==> config.mk <==
export PLATFORM = sky130hd
export DESIGN_NAME = button_press_hold_release_events_unit_flat
export DESIGN_NICKNAME = d
export VERILOG_FILES = /design/src/rtl/bphre_pkg.sv /design/src/rtl/bphre_ifs.sv /design/src/rtl/bphre_core.sv /design/src/rtl/button_press_hold_release_events_unit.sv /design/src/flat_wrapper.sv
export SDC_FILE = /design/constraint.sdc
export NUM_CORES = 1
export LEC_CHECK = 0
export ABC_AREA = 1
export BUFFER_PORTS_ARGS = -buffer_cell sky130_fd_sc_hd__buf_2
export CORE_MARGIN = 4
export CORE_UTILIZATION = 50
export CTS_CLUSTER_DIAMETER = 60
export DETAILED_ROUTE_END_ITERATION = 8
export PLACE_DENSITY = 0.68
export SLEW_MARGIN = 20
export SYNTH_ARGS = -nofsm -noshare
export SYNTH_HDL_FRONTEND = slang
export SYNTH_SLANG_ARGS = --single-unit
==> constraint.sdc <==
create_clock -name i_clk -period 4.9 [get_ports i_clk]
set_clock_uncertainty 0.05 [all_clocks]
set_input_delay 0.98 -clock i_clk [delete_from_list [all_inputs] [get_ports i_clk]]
set_output_delay 0.98 -clock i_clk [all_outputs]
set_load 0.02 [all_outputs]
==> src/rtl/bphre_pkg.sv <==
package bphre_pkg;

    // number of hold slots and release windows in use (1 or 2 each)
    localparam int HOLD_SLOTS      = 2;
    localparam int RELEASE_WINDOWS = 2;

    localparam int TICK_W  = 16;
    localparam int PADDR_W = 5;
    localparam int PDATA_W = 32;

    // register map, byte address is 4 * index
    typedef enum logic [2:0] {
        REG_HOLD_DELAY_A  = 3'd0,
        REG_HOLD_REPEAT_A = 3'd1,
        REG_HOLD_DELAY_B  = 3'd2,
        REG_HOLD_REPEAT_B = 3'd3,
        REG_WIN_MIN_A     = 3'd4,
        REG_WIN_MAX_A     = 3'd5,
        REG_WIN_MIN_B     = 3'd6,
        REG_WIN_MAX_B     = 3'd7
    } t_reg_idx;

    typedef struct packed {
        logic [TICK_W-1:0] hold_delay_a;
        logic [TICK_W-1:0] hold_repeat_a;
        logic [TICK_W-1:0] hold_delay_b;
        logic [TICK_W-1:0] hold_repeat_b;
        logic [TICK_W-1:0] window_min_a;
        logic [TICK_W-1:0] window_max_a;
        logic [TICK_W-1:0] window_min_b;
        logic [TICK_W-1:0] window_max_b;
    } t_cfg;

    localparam t_cfg CFG_RESET = '{
        hold_delay_a:  16'hFFFF,
        hold_repeat_a: 16'hFFFF,
        hold_delay_b:  16'hFFFF,
        hold_repeat_b: 16'hFFFF,
        window_min_a:  16'd1,
        window_max_a:  16'd0,
        window_min_b:  16'd1,
        window_max_b:  16'd0
    };

    typedef struct packed {
        logic              press_seen;
        logic              release_seen;
        logic [TICK_W-1:0] held_ticks;
        logic              hold_fire_a;
        logic              hold_fire_b;
        logic              window_hit;
        logic              window_index;
        logic              is_down;
    } t_result;

endpackage

==> src/rtl/bphre_ifs.sv <==
interface bphre_in_if;
    logic valid;
    logic ready;
    logic level_down;

    modport source (output valid, output level_down, input ready);
    modport sink   (input valid, input level_down, output ready);
endinterface

interface bphre_out_if;
    logic        valid;
    logic        ready;
    logic        press_seen;
    logic        release_seen;
    logic [15:0] held_ticks;
    logic        hold_fire_a;
    logic        hold_fire_b;
    logic        window_hit;
    logic        window_index;
    logic        is_down;

    modport source (
        output valid, input ready,
        output press_seen, output release_seen, output held_ticks,
        output hold_fire_a, output hold_fire_b, output window_hit,
        output window_index, output is_down
    );
    modport sink (
        input valid, output ready,
        input press_seen, input release_seen, input held_ticks,
        input hold_fire_a, input hold_fire_b, input window_hit,
        input window_index, input is_down
    );
endinterface

==> src/rtl/bphre_core.sv <==
module bphre_core (
    input  logic                i_clk,
    input  logic                i_rst_n,
    input  logic                i_accept,
    input  logic                i_level_down,
    input  bphre_pkg::t_cfg     i_cfg,
    output bphre_pkg::t_result  o_result
);

    logic                          r_pressed, n_pressed;
    logic [bphre_pkg::TICK_W-1:0]  r_elapsed, n_elapsed;
    logic [bphre_pkg::TICK_W-1:0]  r_next_a, n_next_a;
    logic [bphre_pkg::TICK_W-1:0]  r_next_b, n_next_b;
    logic [bphre_pkg::TICK_W-1:0]  elapsed_inc;
    logic                          fire_a, fire_b, match_a, match_b;

    assign elapsed_inc = r_elapsed + 1'b1;

    assign fire_a  = (bphre_pkg::HOLD_SLOTS >= 1) && (elapsed_inc >= r_next_a);
    assign fire_b  = (bphre_pkg::HOLD_SLOTS >= 2) && (elapsed_inc >= r_next_b);
    assign match_a = (bphre_pkg::RELEASE_WINDOWS >= 1)
                     && (elapsed_inc >= i_cfg.window_min_a)
                     && (elapsed_inc <= i_cfg.window_max_a);
    assign match_b = (bphre_pkg::RELEASE_WINDOWS >= 2)
                     && (elapsed_inc >= i_cfg.window_min_b)
                     && (elapsed_inc <= i_cfg.window_max_b);

    always_comb begin
        n_pressed = i_level_down;
        n_elapsed = r_elapsed;
        n_next_a  = r_next_a;
        n_next_b  = r_next_b;
        o_result  = '0;
        o_result.is_down = i_level_down;
        if (i_level_down != r_pressed) begin
            if (i_level_down) begin
                // press: restart count and rearm both slots
                n_elapsed = '0;
                n_next_a  = i_cfg.hold_delay_a;
                n_next_b  = i_cfg.hold_delay_b;
                o_result.press_seen = 1'b1;
            end else begin
                // release: count one more tick, then pick the window (B wins)
                n_elapsed = elapsed_inc;
                o_result.release_seen = 1'b1;
                o_result.held_ticks   = elapsed_inc;
                o_result.window_hit   = match_a | match_b;
                o_result.window_index = match_b;
            end
        end else if (i_level_down) begin
            n_elapsed = elapsed_inc;
            o_result.held_ticks  = elapsed_inc;
            o_result.hold_fire_a = fire_a;
            o_result.hold_fire_b = fire_b;
            if (fire_a) begin
                n_next_a = r_next_a + i_cfg.hold_repeat_a;
            end
            if (fire_b) begin
                n_next_b = r_next_b + i_cfg.hold_repeat_b;
            end
        end
    end

    always_ff @(posedge i_clk) begin
        if (!i_rst_n) begin
            r_pressed <= 1'b0;
            r_elapsed <= '0;
            r_next_a  <= '0;
            r_next_b  <= '0;
        end else if (i_accept) begin
            r_pressed <= n_pressed;
            r_elapsed <= n_elapsed;
            r_next_a  <= n_next_a;
            r_next_b  <= n_next_b;
        end
    end

endmodule

==> src/rtl/button_press_hold_release_events_unit.sv <==
// channel     dir   handshake        word
// i_evt_in    in    valid / ready    level_down, one sample per tick
// o_evt_out   out   valid / ready    press/release flags, held_ticks, hold fires, window
// apb cfg     in    psel / penable   eight 16-bit registers at 4 * index
//
// one word accepted per cycle while i_evt_in.ready is high; its result is registered in the head or skid
// the tick state and the result are formed in one pass in bphre_core
// a two-entry output buffer (result register plus skid) parts the two sides,
// so i_evt_in.ready only drops while both entries hold unread results
// synchronous active-low reset clears tick state, registers and the buffer

module button_press_hold_release_events_unit (
    input  logic                              i_clk,
    input  logic                              i_rst_n,
    bphre_in_if.sink                          i_evt_in,
    bphre_out_if.source                       o_evt_out,
    input  logic                              i_psel,
    input  logic                              i_penable,
    input  logic                              i_pwrite,
    input  logic [bphre_pkg::PADDR_W-1:0]     i_paddr,
    input  logic [bphre_pkg::PDATA_W-1:0]     i_pwdata,
    output logic [bphre_pkg::PDATA_W-1:0]     o_prdata,
    output logic                              o_pready
);

    bphre_pkg::t_cfg     r_cfg;
    bphre_pkg::t_result  core_result;
    bphre_pkg::t_result  r_out, r_skid;
    logic                r_out_vld, r_skid_vld;
    logic                push, pop, cfg_wr;
    bphre_pkg::t_reg_idx reg_idx;
    logic [bphre_pkg::TICK_W-1:0] rd_val;

    // ------------------------------------------------------------ config port
    assign o_pready = 1'b1;
    assign reg_idx  = bphre_pkg::t_reg_idx'(i_paddr[4:2]);
    assign cfg_wr   = i_psel & i_penable & i_pwrite & o_pready;

    always_ff @(posedge i_clk) begin
        if (!i_rst_n) begin
            r_cfg <= bphre_pkg::CFG_RESET;
        end else if (cfg_wr) begin
            unique case (reg_idx)
                bphre_pkg::REG_HOLD_DELAY_A:  r_cfg.hold_delay_a  <= i_pwdata[15:0];
                bphre_pkg::REG_HOLD_REPEAT_A: r_cfg.hold_repeat_a <= i_pwdata[15:0];
                bphre_pkg::REG_HOLD_DELAY_B:  r_cfg.hold_delay_b  <= i_pwdata[15:0];
                bphre_pkg::REG_HOLD_REPEAT_B: r_cfg.hold_repeat_b <= i_pwdata[15:0];
                bphre_pkg::REG_WIN_MIN_A:     r_cfg.window_min_a  <= i_pwdata[15:0];
                bphre_pkg::REG_WIN_MAX_A:     r_cfg.window_max_a  <= i_pwdata[15:0];
                bphre_pkg::REG_WIN_MIN_B:     r_cfg.window_min_b  <= i_pwdata[15:0];
                bphre_pkg::REG_WIN_MAX_B:     r_cfg.window_max_b  <= i_pwdata[15:0];
                default: ;
            endcase
        end
    end

    // read back, zero-extended
    always_comb begin
        unique case (reg_idx)
            bphre_pkg::REG_HOLD_DELAY_A:  rd_val = r_cfg.hold_delay_a;
            bphre_pkg::REG_HOLD_REPEAT_A: rd_val = r_cfg.hold_repeat_a;
            bphre_pkg::REG_HOLD_DELAY_B:  rd_val = r_cfg.hold_delay_b;
            bphre_pkg::REG_HOLD_REPEAT_B: rd_val = r_cfg.hold_repeat_b;
            bphre_pkg::REG_WIN_MIN_A:     rd_val = r_cfg.window_min_a;
            bphre_pkg::REG_WIN_MAX_A:     rd_val = r_cfg.window_max_a;
            bphre_pkg::REG_WIN_MIN_B:     rd_val = r_cfg.window_min_b;
            bphre_pkg::REG_WIN_MAX_B:     rd_val = r_cfg.window_max_b;
            default:                      rd_val = '0;
        endcase
    end
    assign o_prdata = {{(bphre_pkg::PDATA_W-bphre_pkg::TICK_W){1'b0}}, rd_val};

    // ------------------------------------------------------------ tick logic
    assign i_evt_in.ready = ~r_skid_vld;
    assign push           = i_evt_in.valid & i_evt_in.ready;
    assign pop            = r_out_vld & o_evt_out.ready;

    bphre_core u_core (
        .i_clk        (i_clk),
        .i_rst_n      (i_rst_n),
        .i_accept     (push),
        .i_level_down (i_evt_in.level_down),
        .i_cfg        (r_cfg),
        .o_result     (core_result)
    );

    // ------------------------------------------------------------ output buffer
    // valid bits reset; the result words need none
    always_ff @(posedge i_clk) begin
        if (!i_rst_n) begin
            r_out_vld  <= 1'b0;
            r_skid_vld <= 1'b0;
        end else if (!r_out_vld || pop) begin
            // head is free this cycle: skid moves up first to keep order
            if (r_skid_vld) begin
                r_out_vld  <= 1'b1;
                r_skid_vld <= push;
            end else begin
                r_out_vld  <= push;
                r_skid_vld <= 1'b0;
            end
        end else if (push) begin
            r_skid_vld <= 1'b1;
        end
    end

    always_ff @(posedge i_clk) begin
        if (!r_out_vld || pop) begin
            if (r_skid_vld) begin
                r_out  <= r_skid;
                r_skid <= core_result;
            end else begin
                r_out  <= core_result;
            end
        end else if (push) begin
            r_skid <= core_result;
        end
    end

    assign o_evt_out.valid        = r_out_vld;
    assign o_evt_out.press_seen   = r_out.press_seen;
    assign o_evt_out.release_seen = r_out.release_seen;
    assign o_evt_out.held_ticks   = r_out.held_ticks;
    assign o_evt_out.hold_fire_a  = r_out.hold_fire_a;
    assign o_evt_out.hold_fire_b  = r_out.hold_fire_b;
    assign o_evt_out.window_hit   = r_out.window_hit;
    assign o_evt_out.window_index = r_out.window_index;
    assign o_evt_out.is_down      = r_out.is_down;

endmodule

==> src/flat_wrapper.sv <==
// flat-port wrapper written by rule: the top's interface ports become plain ports
module button_press_hold_release_events_unit_flat 
  (i_clk, i_rst_n, i_psel, i_penable, i_pwrite, i_paddr, i_pwdata, o_prdata, o_pready, i_evt_in_valid, i_evt_in_level_down, i_evt_in_ready, o_evt_out_valid, o_evt_out_ready, o_evt_out_press_seen, o_evt_out_release_seen, o_evt_out_held_ticks, o_evt_out_hold_fire_a, o_evt_out_hold_fire_b, o_evt_out_window_hit, o_evt_out_window_index, o_evt_out_is_down);
  bphre_in_if i_evt_in_i ();
  bphre_out_if o_evt_out_i ();
  input  logic i_clk;
  input  logic i_rst_n;
  input  logic i_psel;
  input  logic i_penable;
  input  logic i_pwrite;
  input  logic [bphre_pkg::PADDR_W-1:0] i_paddr;
  input  logic [bphre_pkg::PDATA_W-1:0] i_pwdata;
  output logic [bphre_pkg::PDATA_W-1:0] o_prdata;
  output logic o_pready;
  input wire logic [$bits(i_evt_in_i.valid)-1:0] i_evt_in_valid;
  input wire logic [$bits(i_evt_in_i.level_down)-1:0] i_evt_in_level_down;
  output wire logic [$bits(i_evt_in_i.ready)-1:0] i_evt_in_ready;
  output wire logic [$bits(o_evt_out_i.valid)-1:0] o_evt_out_valid;
  input wire logic [$bits(o_evt_out_i.ready)-1:0] o_evt_out_ready;
  output wire logic [$bits(o_evt_out_i.press_seen)-1:0] o_evt_out_press_seen;
  output wire logic [$bits(o_evt_out_i.release_seen)-1:0] o_evt_out_release_seen;
  output wire logic [$bits(o_evt_out_i.held_ticks)-1:0] o_evt_out_held_ticks;
  output wire logic [$bits(o_evt_out_i.hold_fire_a)-1:0] o_evt_out_hold_fire_a;
  output wire logic [$bits(o_evt_out_i.hold_fire_b)-1:0] o_evt_out_hold_fire_b;
  output wire logic [$bits(o_evt_out_i.window_hit)-1:0] o_evt_out_window_hit;
  output wire logic [$bits(o_evt_out_i.window_index)-1:0] o_evt_out_window_index;
  output wire logic [$bits(o_evt_out_i.is_down)-1:0] o_evt_out_is_down;
  assign i_evt_in_i.valid = i_evt_in_valid;
  assign i_evt_in_i.level_down = i_evt_in_level_down;
  assign i_evt_in_ready = i_evt_in_i.ready;
  assign o_evt_out_valid = o_evt_out_i.valid;
  assign o_evt_out_i.ready = o_evt_out_ready;
  assign o_evt_out_press_seen = o_evt_out_i.press_seen;
  assign o_evt_out_release_seen = o_evt_out_i.release_seen;
  assign o_evt_out_held_ticks = o_evt_out_i.held_ticks;
  assign o_evt_out_hold_fire_a = o_evt_out_i.hold_fire_a;
  assign o_evt_out_hold_fire_b = o_evt_out_i.hold_fire_b;
  assign o_evt_out_window_hit = o_evt_out_i.window_hit;
  assign o_evt_out_window_index = o_evt_out_i.window_index;
  assign o_evt_out_is_down = o_evt_out_i.is_down;
  button_press_hold_release_events_unit u_core (.i_clk(i_clk), .i_rst_n(i_rst_n), .i_evt_in(i_evt_in_i), .o_evt_out(o_evt_out_i), .i_psel(i_psel), .i_penable(i_penable), .i_pwrite(i_pwrite), .i_paddr(i_paddr), .i_pwdata(i_pwdata), .o_prdata(o_prdata), .o_pready(o_pready));
endmodule
== Word-level counts from Yosys, hierarchy flattened ==
Cells that the tools add are included.
Operators by class
  $add $sub $neg: 3
  multipliers: 0
  divide/modulo/power cells: 0
  $lt $le $gt $ge: 6
  eq/ne operators: 9
  shifts and indexed selects: 0
  muxes and demuxes: 28
  bitwise logic cells: 6
  reductions and logical operators: 21
Operator list (number)
  $mux W16: 12
  $pmux W16 S8: 1
  $mux W23: 4
  $ge A16 B16 Y1: 4
  $add A16 B16 Y16: 2
  $le A16 B16 Y1: 2
  $reduce_and A2 Y1: 10
  $mux W18: 1
  $mux W17: 1
  $add A16 B1 Y16 const B: 1
  $eq A3 B3 Y1 const B: 4
  $mux W2: 4
  $reduce_bool A2 Y1: 4
  $eq A3 B2 Y1 const B: 2
  $reduce_and A3 Y1: 2
  $mux W1: 5
  $and A1 B1 Y1: 4
  $eq A3 B1 Y1 const B: 1
  $logic_not A3 Y1: 1
  $logic_and A1 B1 Y1: 2
  $ne A2 B1 Y1 const B: 1
  $logic_not A1 Y1: 1
  $logic_or A1 B1 Y1: 1
  $ne A1 B1 Y1: 1
  other kinds (2): 2
Word-level totals
  flip-flop bits (word level): 225
  bits in latches: 0
  RAM bits: 0
  memory bits (read-only): 0
  output and inout port bits: 58
  memories kept: 0

== Logic depth before layout (Yosys ltp) ==
Gate-level depths: netlist (run 1).
  depth after elaboration: 8
  mapped depth: 21
  mapped depth without buffers: 21

== Modules after synthesis ==
Synthesis (run 1) repeated with hierarchy kept, for this count alone.
Second synthesis, totals
  cell total of the unflattened synthesis: 2213
  area total of the unflattened synthesis: 14869.3 µm²
By module, submodules not included
  button_press_hold_release_events_unit: instances 1, cells an instance 1010, area an instance 7797.5 µm², sequential area each 3983.8 µm²
  bphre_core: instances 1, cells an instance 1203, area an instance 7071.8 µm², sequential area each 980.9 µm²

== Worst setup path before layout (run 1) ==
No wires, ideal clock.
  kind: input port to flip-flop
  start: input port o_evt_out_ready
  end: register u_core.r_skid[0] (netlist bit) (enable)
  library setup time: 0.435 ns
  arrival: 3.328 ns
  data required time: 4.415 ns
  slack: 1.087 ns
  cell stages on the path: 3
  cell sequence: inv_1 -> nand2_1 -> o21ai_0
Between the ends
  longest elaborated chain between the ends: 4
  elaborated cells on any way between the ends: 5
  classes of those cells: 1 x eq/ne; 1 x bitwise; 3 x reduce/logical
Ends and longest elaborated chain
  start: declaration: RTL line flat_wrapper.sv:19  | input wire logic [$bits(o_evt_out_i.ready)-1:0] o_evt_out_ready;
  $and A1 B1 Y1 *: RTL line button_press_hold_release_events_unit.sv:76  | assign pop = r_out_vld & o_evt_out.ready;
  $logic_or A1 B1 Y1 *: RTL line button_press_hold_release_events_unit.sv:108  | if (!r_out_vld || pop) begin
  $ne A2 B1 Y1 (no line) or $reduce_bool A2 Y1 (tied branches)
  $reduce_and A2 Y1 (no line) *
  end signal: assignment: RTL line button_press_hold_release_events_unit.sv:111  | r_skid <= core_result;
  end signal: assignment: RTL line button_press_hold_release_events_unit.sv:116  | r_skid <= core_result;
  end: declaration: RTL line button_press_hold_release_events_unit.sv:28  | bphre_pkg::t_result r_out, r_skid;
Mark *: on every way between the ends. The rest lies on a longest branch, timed or not.
A chain may end at the register's enable or synchronous reset.

== Worst setup path in the final report (run 1) ==
  start: register u_core.u_core.r_elapsed[0] (netlist bit)
  end: register u_core.u_core.r_next_a[10] (netlist bit)
Between the ends
  longest elaborated chain between the ends: 4
Ends and longest elaborated chain
  start: declaration: RTL line bphre_core.sv:11  | logic [bphre_pkg::TICK_W-1:0] r_elapsed, n_elapsed;
  start signal: assignment: RTL line bphre_core.sv:72  | r_elapsed <= n_elapsed;
  $add A16 B1 Y16: RTL line bphre_core.sv:17  | assign elapsed_inc = r_elapsed + 1'b1;
  $ge A16 B16 Y1: RTL line bphre_core.sv:19  | assign fire_a = (bphre_pkg::HOLD_SLOTS >= 1) && (elapsed_inc >= r_next_a);
  $reduce_bool A2 Y1 (no line)
  $reduce_and A3 Y1 (no line)
  end signal: assignment: RTL line bphre_core.sv:73  | r_next_a <= n_next_a;
  end: declaration: RTL line bphre_core.sv:12  | logic [bphre_pkg::TICK_W-1:0] r_next_a, n_next_a;
Every way passes these cells.

==> impl_metrics.ini, run 1 <==
[synth]
synth.distinct_cells = 45
ys_seq_area_share_pct = 35.4
synth_edf_count = 46
synth_top_area_cell = dfxtp_1
synth_ff_type = dfxtp_1
syn_area_mm2 = 0.0140
netlist_instances = 2000
yosysMostFrequentCell = nand2_1
ys_top_cells_by_count = nand2_1, inv_1, dfxtp_1
synth_area_per_cell_um2 = 7.01
synth_seq_cells = 225
yosysWarnings = 0
netlist.area_leader.share_pct = 25.6
synthArstFlopShare_pct = 0
synth_area_leaders = dfxtp_1, nand2_1, ha_1

[floorplanning]
die_y_um = 175
floorplan.rows = 61
core_area_mm2 = 0.0277
ios = 103
initial_utilization_pct = 50.6
die_w_um = 175
dieArea_mm2 = 0.0308

[timing]
fin_crit_ns = 3.92
tightest_slew_ns = 0.959
period_share_pct = 80.0
timing.fmax_mhz = 255
finalSetupTns_ns = 0
slew_violations = 0
finalSetupViolations = 0
rsz0062_at_grt = false
max-slew-margin-rel_pct = 36.0
hold_viol = 0

[clocking]
cts.reportedPaths.clkPinSlew_ns = 0.06
cts_tree = yes
clk_latency_ns = 0.57
cts_made_buffers = 28
cts_resized = 0
cts_setup_buffers = 0
htree_num_levels = 1
numClockSinks = 225
cts_buffer_depth = 3
cts_root_buffer = clkbuf_16
cts_hold_buf = 0

[worst_setup_path]
r2r_cells = 16
required_ns = 5.28
cp_max_fo = 14
critPathKind = reg2reg
worstPathArrival_ns = 4.30
cp-start-kind = flip-flop
end_kind = flip-flop

[hold_path]
worstHoldPathCells = 2
hold_class = reg2reg

[place]
portBuffers = 67
dp_hpwl_um = 30000
place.gp.congestion = 0.998

[power_and_ir_drop]
leakage_uw = 0.00781
swShare_pct = 31.7
p_int_uw = 3510
p_switching_uw = 1630
combPwrFrac_pct = 20.9
powerDensity_mw_per_mm2 = 331
peakVddDrop_mv = 0.284
total_power_uw = 5150
p_clk_share_pct = 40.4
pwr-share-seq_pct = 38.7

[job]
cap_viol_max_count = 0

[routing]
drcViolationCount = 0
wl_um = 41300
via_per_inst = 5.32
ant_nets = 0
drt_first_pass_iters = 5
drt-initial-drc-count = 1337
wire_per_inst_um = 16.9
vias = 13000

[cells_and_area]
fill_cells = 2725
drive_gt1_share_pct = 8.13
area_delta_synth_final_pct = 10.8
fin_util_pct = 56.1
diodes = 0
final_nets = 2221

[global_routing]
grt_max_degree = 74
grt_pass1_vias = 11700
gr-total-overflow = 0
antenna_found_initial = 0
grt_pass1_wl_um = 64000
grt_use_total_pct = 26.0

[outcome]
status = completed
per-layer routing:
layer / GRT usage [%] / up-vias / share of wire (%)
li1: - / 6567 / -
met1: 36.6 / 5881 / 45
met2: 41.2 / 472 / 44
met3: 3.79 / 74 / 8.0
met4: 8.67 / 0 / 3.3
met5: 0 / - / 0
area by class of cell:
cell class / count / area [um2] / area share [%]
Multi-Input combinational cell: 1415 / 7580 / 48.8
Sequential cell: 225 / 4960 / 32.0
Inverter: 283 / 1060 / 6.85
Clock buffer: 36 / 761 / 4.90
Timing Repair Buffer: 91 / 518 / 3.33
Tap cell: 378 / 473 / 3.04
Clock inverter: 16 / 174 / 1.12
critical path, stage by stage, from the launching register on:
cell and delay, ns:
dfxtp_1 0.51, nand3_1 0.22, nor2_1 0.22, nand3_1 0.16, nor2_1 0.14, xor2_1 0.18
inv_1 0.26, ha_1 0.38, a21oi_1 0.16, nand2_1 0.08, a21oi_1 0.21, nand4_2 0.38
nand2_1 0.36, buf_4 0.27, nand2_1 0.07, nand2_1 0.06, nor2_1 0.05
stage by stage:
step | cells | hold WS [ns] | area (um2) | setup slack [ns]
after global routing | 2444 | 0.455 | 15500 | 0.670
final | 2444 | 0.427 | 15500 | 0.982
after floorplan | 2015 | 0.395 | 14100 | 1.09
after detailed placement | 2392 | 0.419 | 14600 | 1.08
after CTS | 2444 | 0.427 | 15500 | 1.03
after global placement | 2392 | 0.411 | 14600 | 1.13
logic make-up (layout without fill, tap and decap cells):
logic type / count (synthesis) / in the layout / share of synthesized area [%]
buf+inv: 375 / 426 / 11.0
simple gates: 933 / 933 / 27.7
compound gates: 318 / 318 / 13.0
fa+ha+maj: 132 / 132 / 11.9
xor+xnor: 15 / 15 / 0.990
flops: 225 / 225 / 35.4
other cells: 2 / 17 / 0.0536
power by group through the flow:
stage | clock network, uW | logic, uW | registers [uW]
floorplan | 0 | 782 | 2040
global placement | 0 | 1040 | 2030
detailed placement | 0 | 1060 | 2030
CTS | 2090 | 1070 | 1990
global route | 2180 | 1230 | 2000
finish | 2080 | 1080 | 1990
cells in the final DEF (no fill, tap or decap), drive strengths merged, types with 4 or more instances in the layout:
cell type  Yosys  layout
nand3b         6       6
nor2         146     146
dfxtp        179     179
o22ai         16      16
buf           54      91
o211ai        17      17
edfxtp        46      46
a22oi          5       5
clkinv         1      10
inv          282     284
a221oi        29      29
o21bai         4       4
ha           130     130
a21oi        146     146
nand3        145     145
nand2        595     595
o21ai         94      94
nand4         19      19
xor2          12      12
conb           2      17
nor3          16      16
clkbuf        38      36
sequential cells by signal, indices dropped and copies added, names as in the netlist:
name / cells
u_core.o_evt_out.hold_fire_b: 1
u_core.r_skid_vld: 1
u_core.o_evt_out.hold_fire_a: 1
u_core.u_core.r_next_a: 16
u_core.o_evt_out.window_hit: 1
u_core.o_evt_out.held_ticks: 16
u_core.u_core.r_next_b: 16
u_core.r_skid: 23
u_core.r_cfg: 128
u_core.u_core.r_elapsed: 16
u_core.o_evt_out.release_seen: 1
u_core.u_core.r_pressed: 1
u_core.o_evt_out.is_down: 1
u_core.o_evt_out.valid: 1
u_core.o_evt_out.window_index: 1
u_core.o_evt_out.press_seen: 1
path summary, 6_finish.rpt:
kind	from	endpoint	slack (ns)
max	u_core.u_core.r_elapsed[0]	u_core.u_core.r_next_a[10]	0.98
min reg2reg	u_core.r_cfg[39]	u_core.r_cfg[39]	0.43
max reg2reg	u_core.u_core.r_elapsed[0]	u_core.u_core.r_next_a[10]	0.98
min	u_core.r_cfg[39]	u_core.r_cfg[39]	0.43
Power figures use the tool's default switching activity.
==> run 2, diff against run 1 <==
PLACE_DENSITY = 0.71   (was 0.68)
clock period = 3.4 ns   (was 4.9 ns; I/O delays follow)
==> run 2 against run 1 <==
- worst setup slack lost 0.76 ns
- first-iteration DRC count shrank 1.0%
- non-clock buffer count grew 20
- sequential share of layout area shrank 0.17 points
- die area is the same
- register-to-register slack lost 0.76 ns
- utilization grew 0.30 points
- count of clock-buffer cells in the layout shrank 5
- combinational power grew 45%
- power grew 38%
- via count grew 1.2%
- routed wire length shrank 0.91%
- highest routed layer unchanged
==> impl_metrics.ini, run 2 (synthesis results as in run 1) <==
[clocking]
cts_made_buffers = 25
cts_root_buffer = clkbuf_16
cts_hold_buf = 0
cts_tree = yes
numClockSinks = 225
cts_buffer_depth = 3
cts.reportedPaths.clkPinSlew_ns = 0.06
htree_num_levels = 1
clk_latency_ns = 0.54

[cells_and_area]
area_delta_synth_final_pct = 11.4
layout_common_cells = nand2_1, inv_1, dfxtp_1
regMostFlops = u_core.r_cfg
reg.largest.list = u_core.r_cfg x128, u_core.r_skid x23
final_nets = 2238
largest_reg_flops = 128
final_common_cell = nand2_1
diodes = 0
drive_gt1_share_pct = 9.47

[worst_setup_path]
cp-startpoint = u_core.u_core.r_elapsed[0]
cp_cell_sequence = ha_1 -> nand2_1 -> nor2_2 -> inv_1 -> nor2_2 -> or2_2 -> nand2_1 -> clkinvlp_4 -> buf_4 -> ha_1 -> nand2_1 -> nor2_1 -> nor3b_1 -> nand2_1 -> nand4_2 -> nand2_1 -> buf_6 -> nor2_1 -> nor2_1
critical-path-max-stage-delay_ns = 0.35
cp_slowest_cell = dfxtp_1
cp_max_fo = 14
crit_path_frequent_cell = nand2_1
r2r_cells = 19
r2r-end = u_core.u_core.r_next_b[12]
cp-start-kind = flip-flop
worstPathArrival_ns = 3.54
r2r_setup_slack_ns = 0.22
required_ns = 3.76
critPathKind = reg2reg
r2r_start = u_core.u_core.r_elapsed[0]
end_kind = flip-flop

[floorplanning]
core_area_mm2 = 0.0277
floorplan.rows = 61
ios = 103
die_w_um = 175
initial_utilization_pct = 50.6
dieArea_mm2 = 0.0308
die_y_um = 175

[timing]
hold_viol = 0
rsz0062_at_grt = false
slew_violations = 0
timing.fmax_mhz = 314
tightest_slew_ns = 1.00
period_share_pct = 93.5
fin_crit_ns = 3.18
max-slew-margin-rel_pct = 33.0
finalSetupViolations = 0
finalSetupTns_ns = 0

[global_routing]
grt_pass1_vias = 12000
grt_use_total_pct = 25.8
grt_max_degree = 156
grt_pass1_wl_um = 63900
antenna_found_initial = 0
gr-total-overflow = 0

[power_and_ir_drop]
leakage_uw = 0.00782
total_power_uw = 7080
peakVddDrop_mv = 0.343
powerDensity_mw_per_mm2 = 454

[routing]
wl_um = 40900
drt-initial-drc-count = 1323
drcViolationCount = 0
wire_per_inst_um = 16.7
ant_nets = 0
drt_first_pass_iters = 6
vias = 13200
via_per_inst = 5.35

[place]
place.gp.congestion = 0.921
portBuffers = 67
dp_hpwl_um = 29400

[job]
cap_viol_max_count = 0

[hold_path]
hold_end = u_core.r_skid[0]
worstHoldPathCells = 1
hold_class = in2reg
min_from = i_evt_in_level_down

[outcome]
status = completed
-- run 2: critical path, delay by kind of cell, from the launching register on --
kind	cells	cell delay [ns]
AND/OR/NAND/NOR	13	1.56
buffers and inverters	4	0.60
adder cells (fa/ha/maj)	2	0.50
flip-flops	1	0.35
-- run 2: report_power, final --
group | switching [uW] | internal (uW) | total (uW) | leakage (uW)
clock network | 1150 | 1500 | 2640 | 0.000391
logic | 1060 | 514 | 1570 | 0.00550
registers | 51.2 | 2820 | 2870 | 0.00193
total | 2250 | 4830 | 7080 | 0.00782
-- run 2: timing repair --
item,CTS,global route
setup endpoints to repair,0,39
setup buffers,0,5
gates resized for setup,0,17
-- run 2: routing by layer --
layer / vias to the layer above / wire (um) / global-route usage [%]
met5: - / 0 / 0
met1: 5992 / 18300 / 35.5
li1: 6595 / - / -
met4: 0 / 2100 / 11.8
met3: 85 / 2710 / 2.63
met2: 484 / 17800 / 41.2
-- run 2: how the worst max path moves through the flow --
stage	slack, ns	depth (start not counted)	endpoint
after floorplan	0.51	3	u_core.r_skid[0]
after global placement	0.21	17	u_core.u_core.r_next_b[12]
after detailed placement	0.08	18	u_core.u_core.r_next_a[14]
after CTS	0.02	18	u_core.u_core.r_next_a[14]
after global routing	0.02	18	u_core.u_core.r_next_b[11]
final	0.22	19	u_core.u_core.r_next_b[12]
-- run 2: final cells by class --
cell class | instances | area (um2)
clock inverter | 15 | 115
inverter | 283 | 1070
sequential | 225 | 4960
clock buffer | 31 | 678
fill | 2613 | 12100
timing repair buffer | 111 | 697
tap | 378 | 473
multi-input combinational | 1415 | 7620
-- run 2: stage by stage --
| step | worst slack [ns] | cells | hold slack [ns] | instance area (um2) | util (%) |
|---|---|---|---|---|---|
| after floorplan | 0.511 | 2015 | 0.395 | 14100 | - |
| after global placement | 0.208 | 2407 | 0.405 | 14700 | 53.1 |
| after detailed placement | 0.0769 | 2407 | 0.411 | 14700 | 53.1 |
| after CTS | 0.0237 | 2453 | 0.366 | 15500 | 56.0 |
| after global routing | 0.0237 | 2458 | 0.382 | 15600 | 56.4 |
| final | 0.220 | 2458 | 0.390 | 15600 | 56.4 |
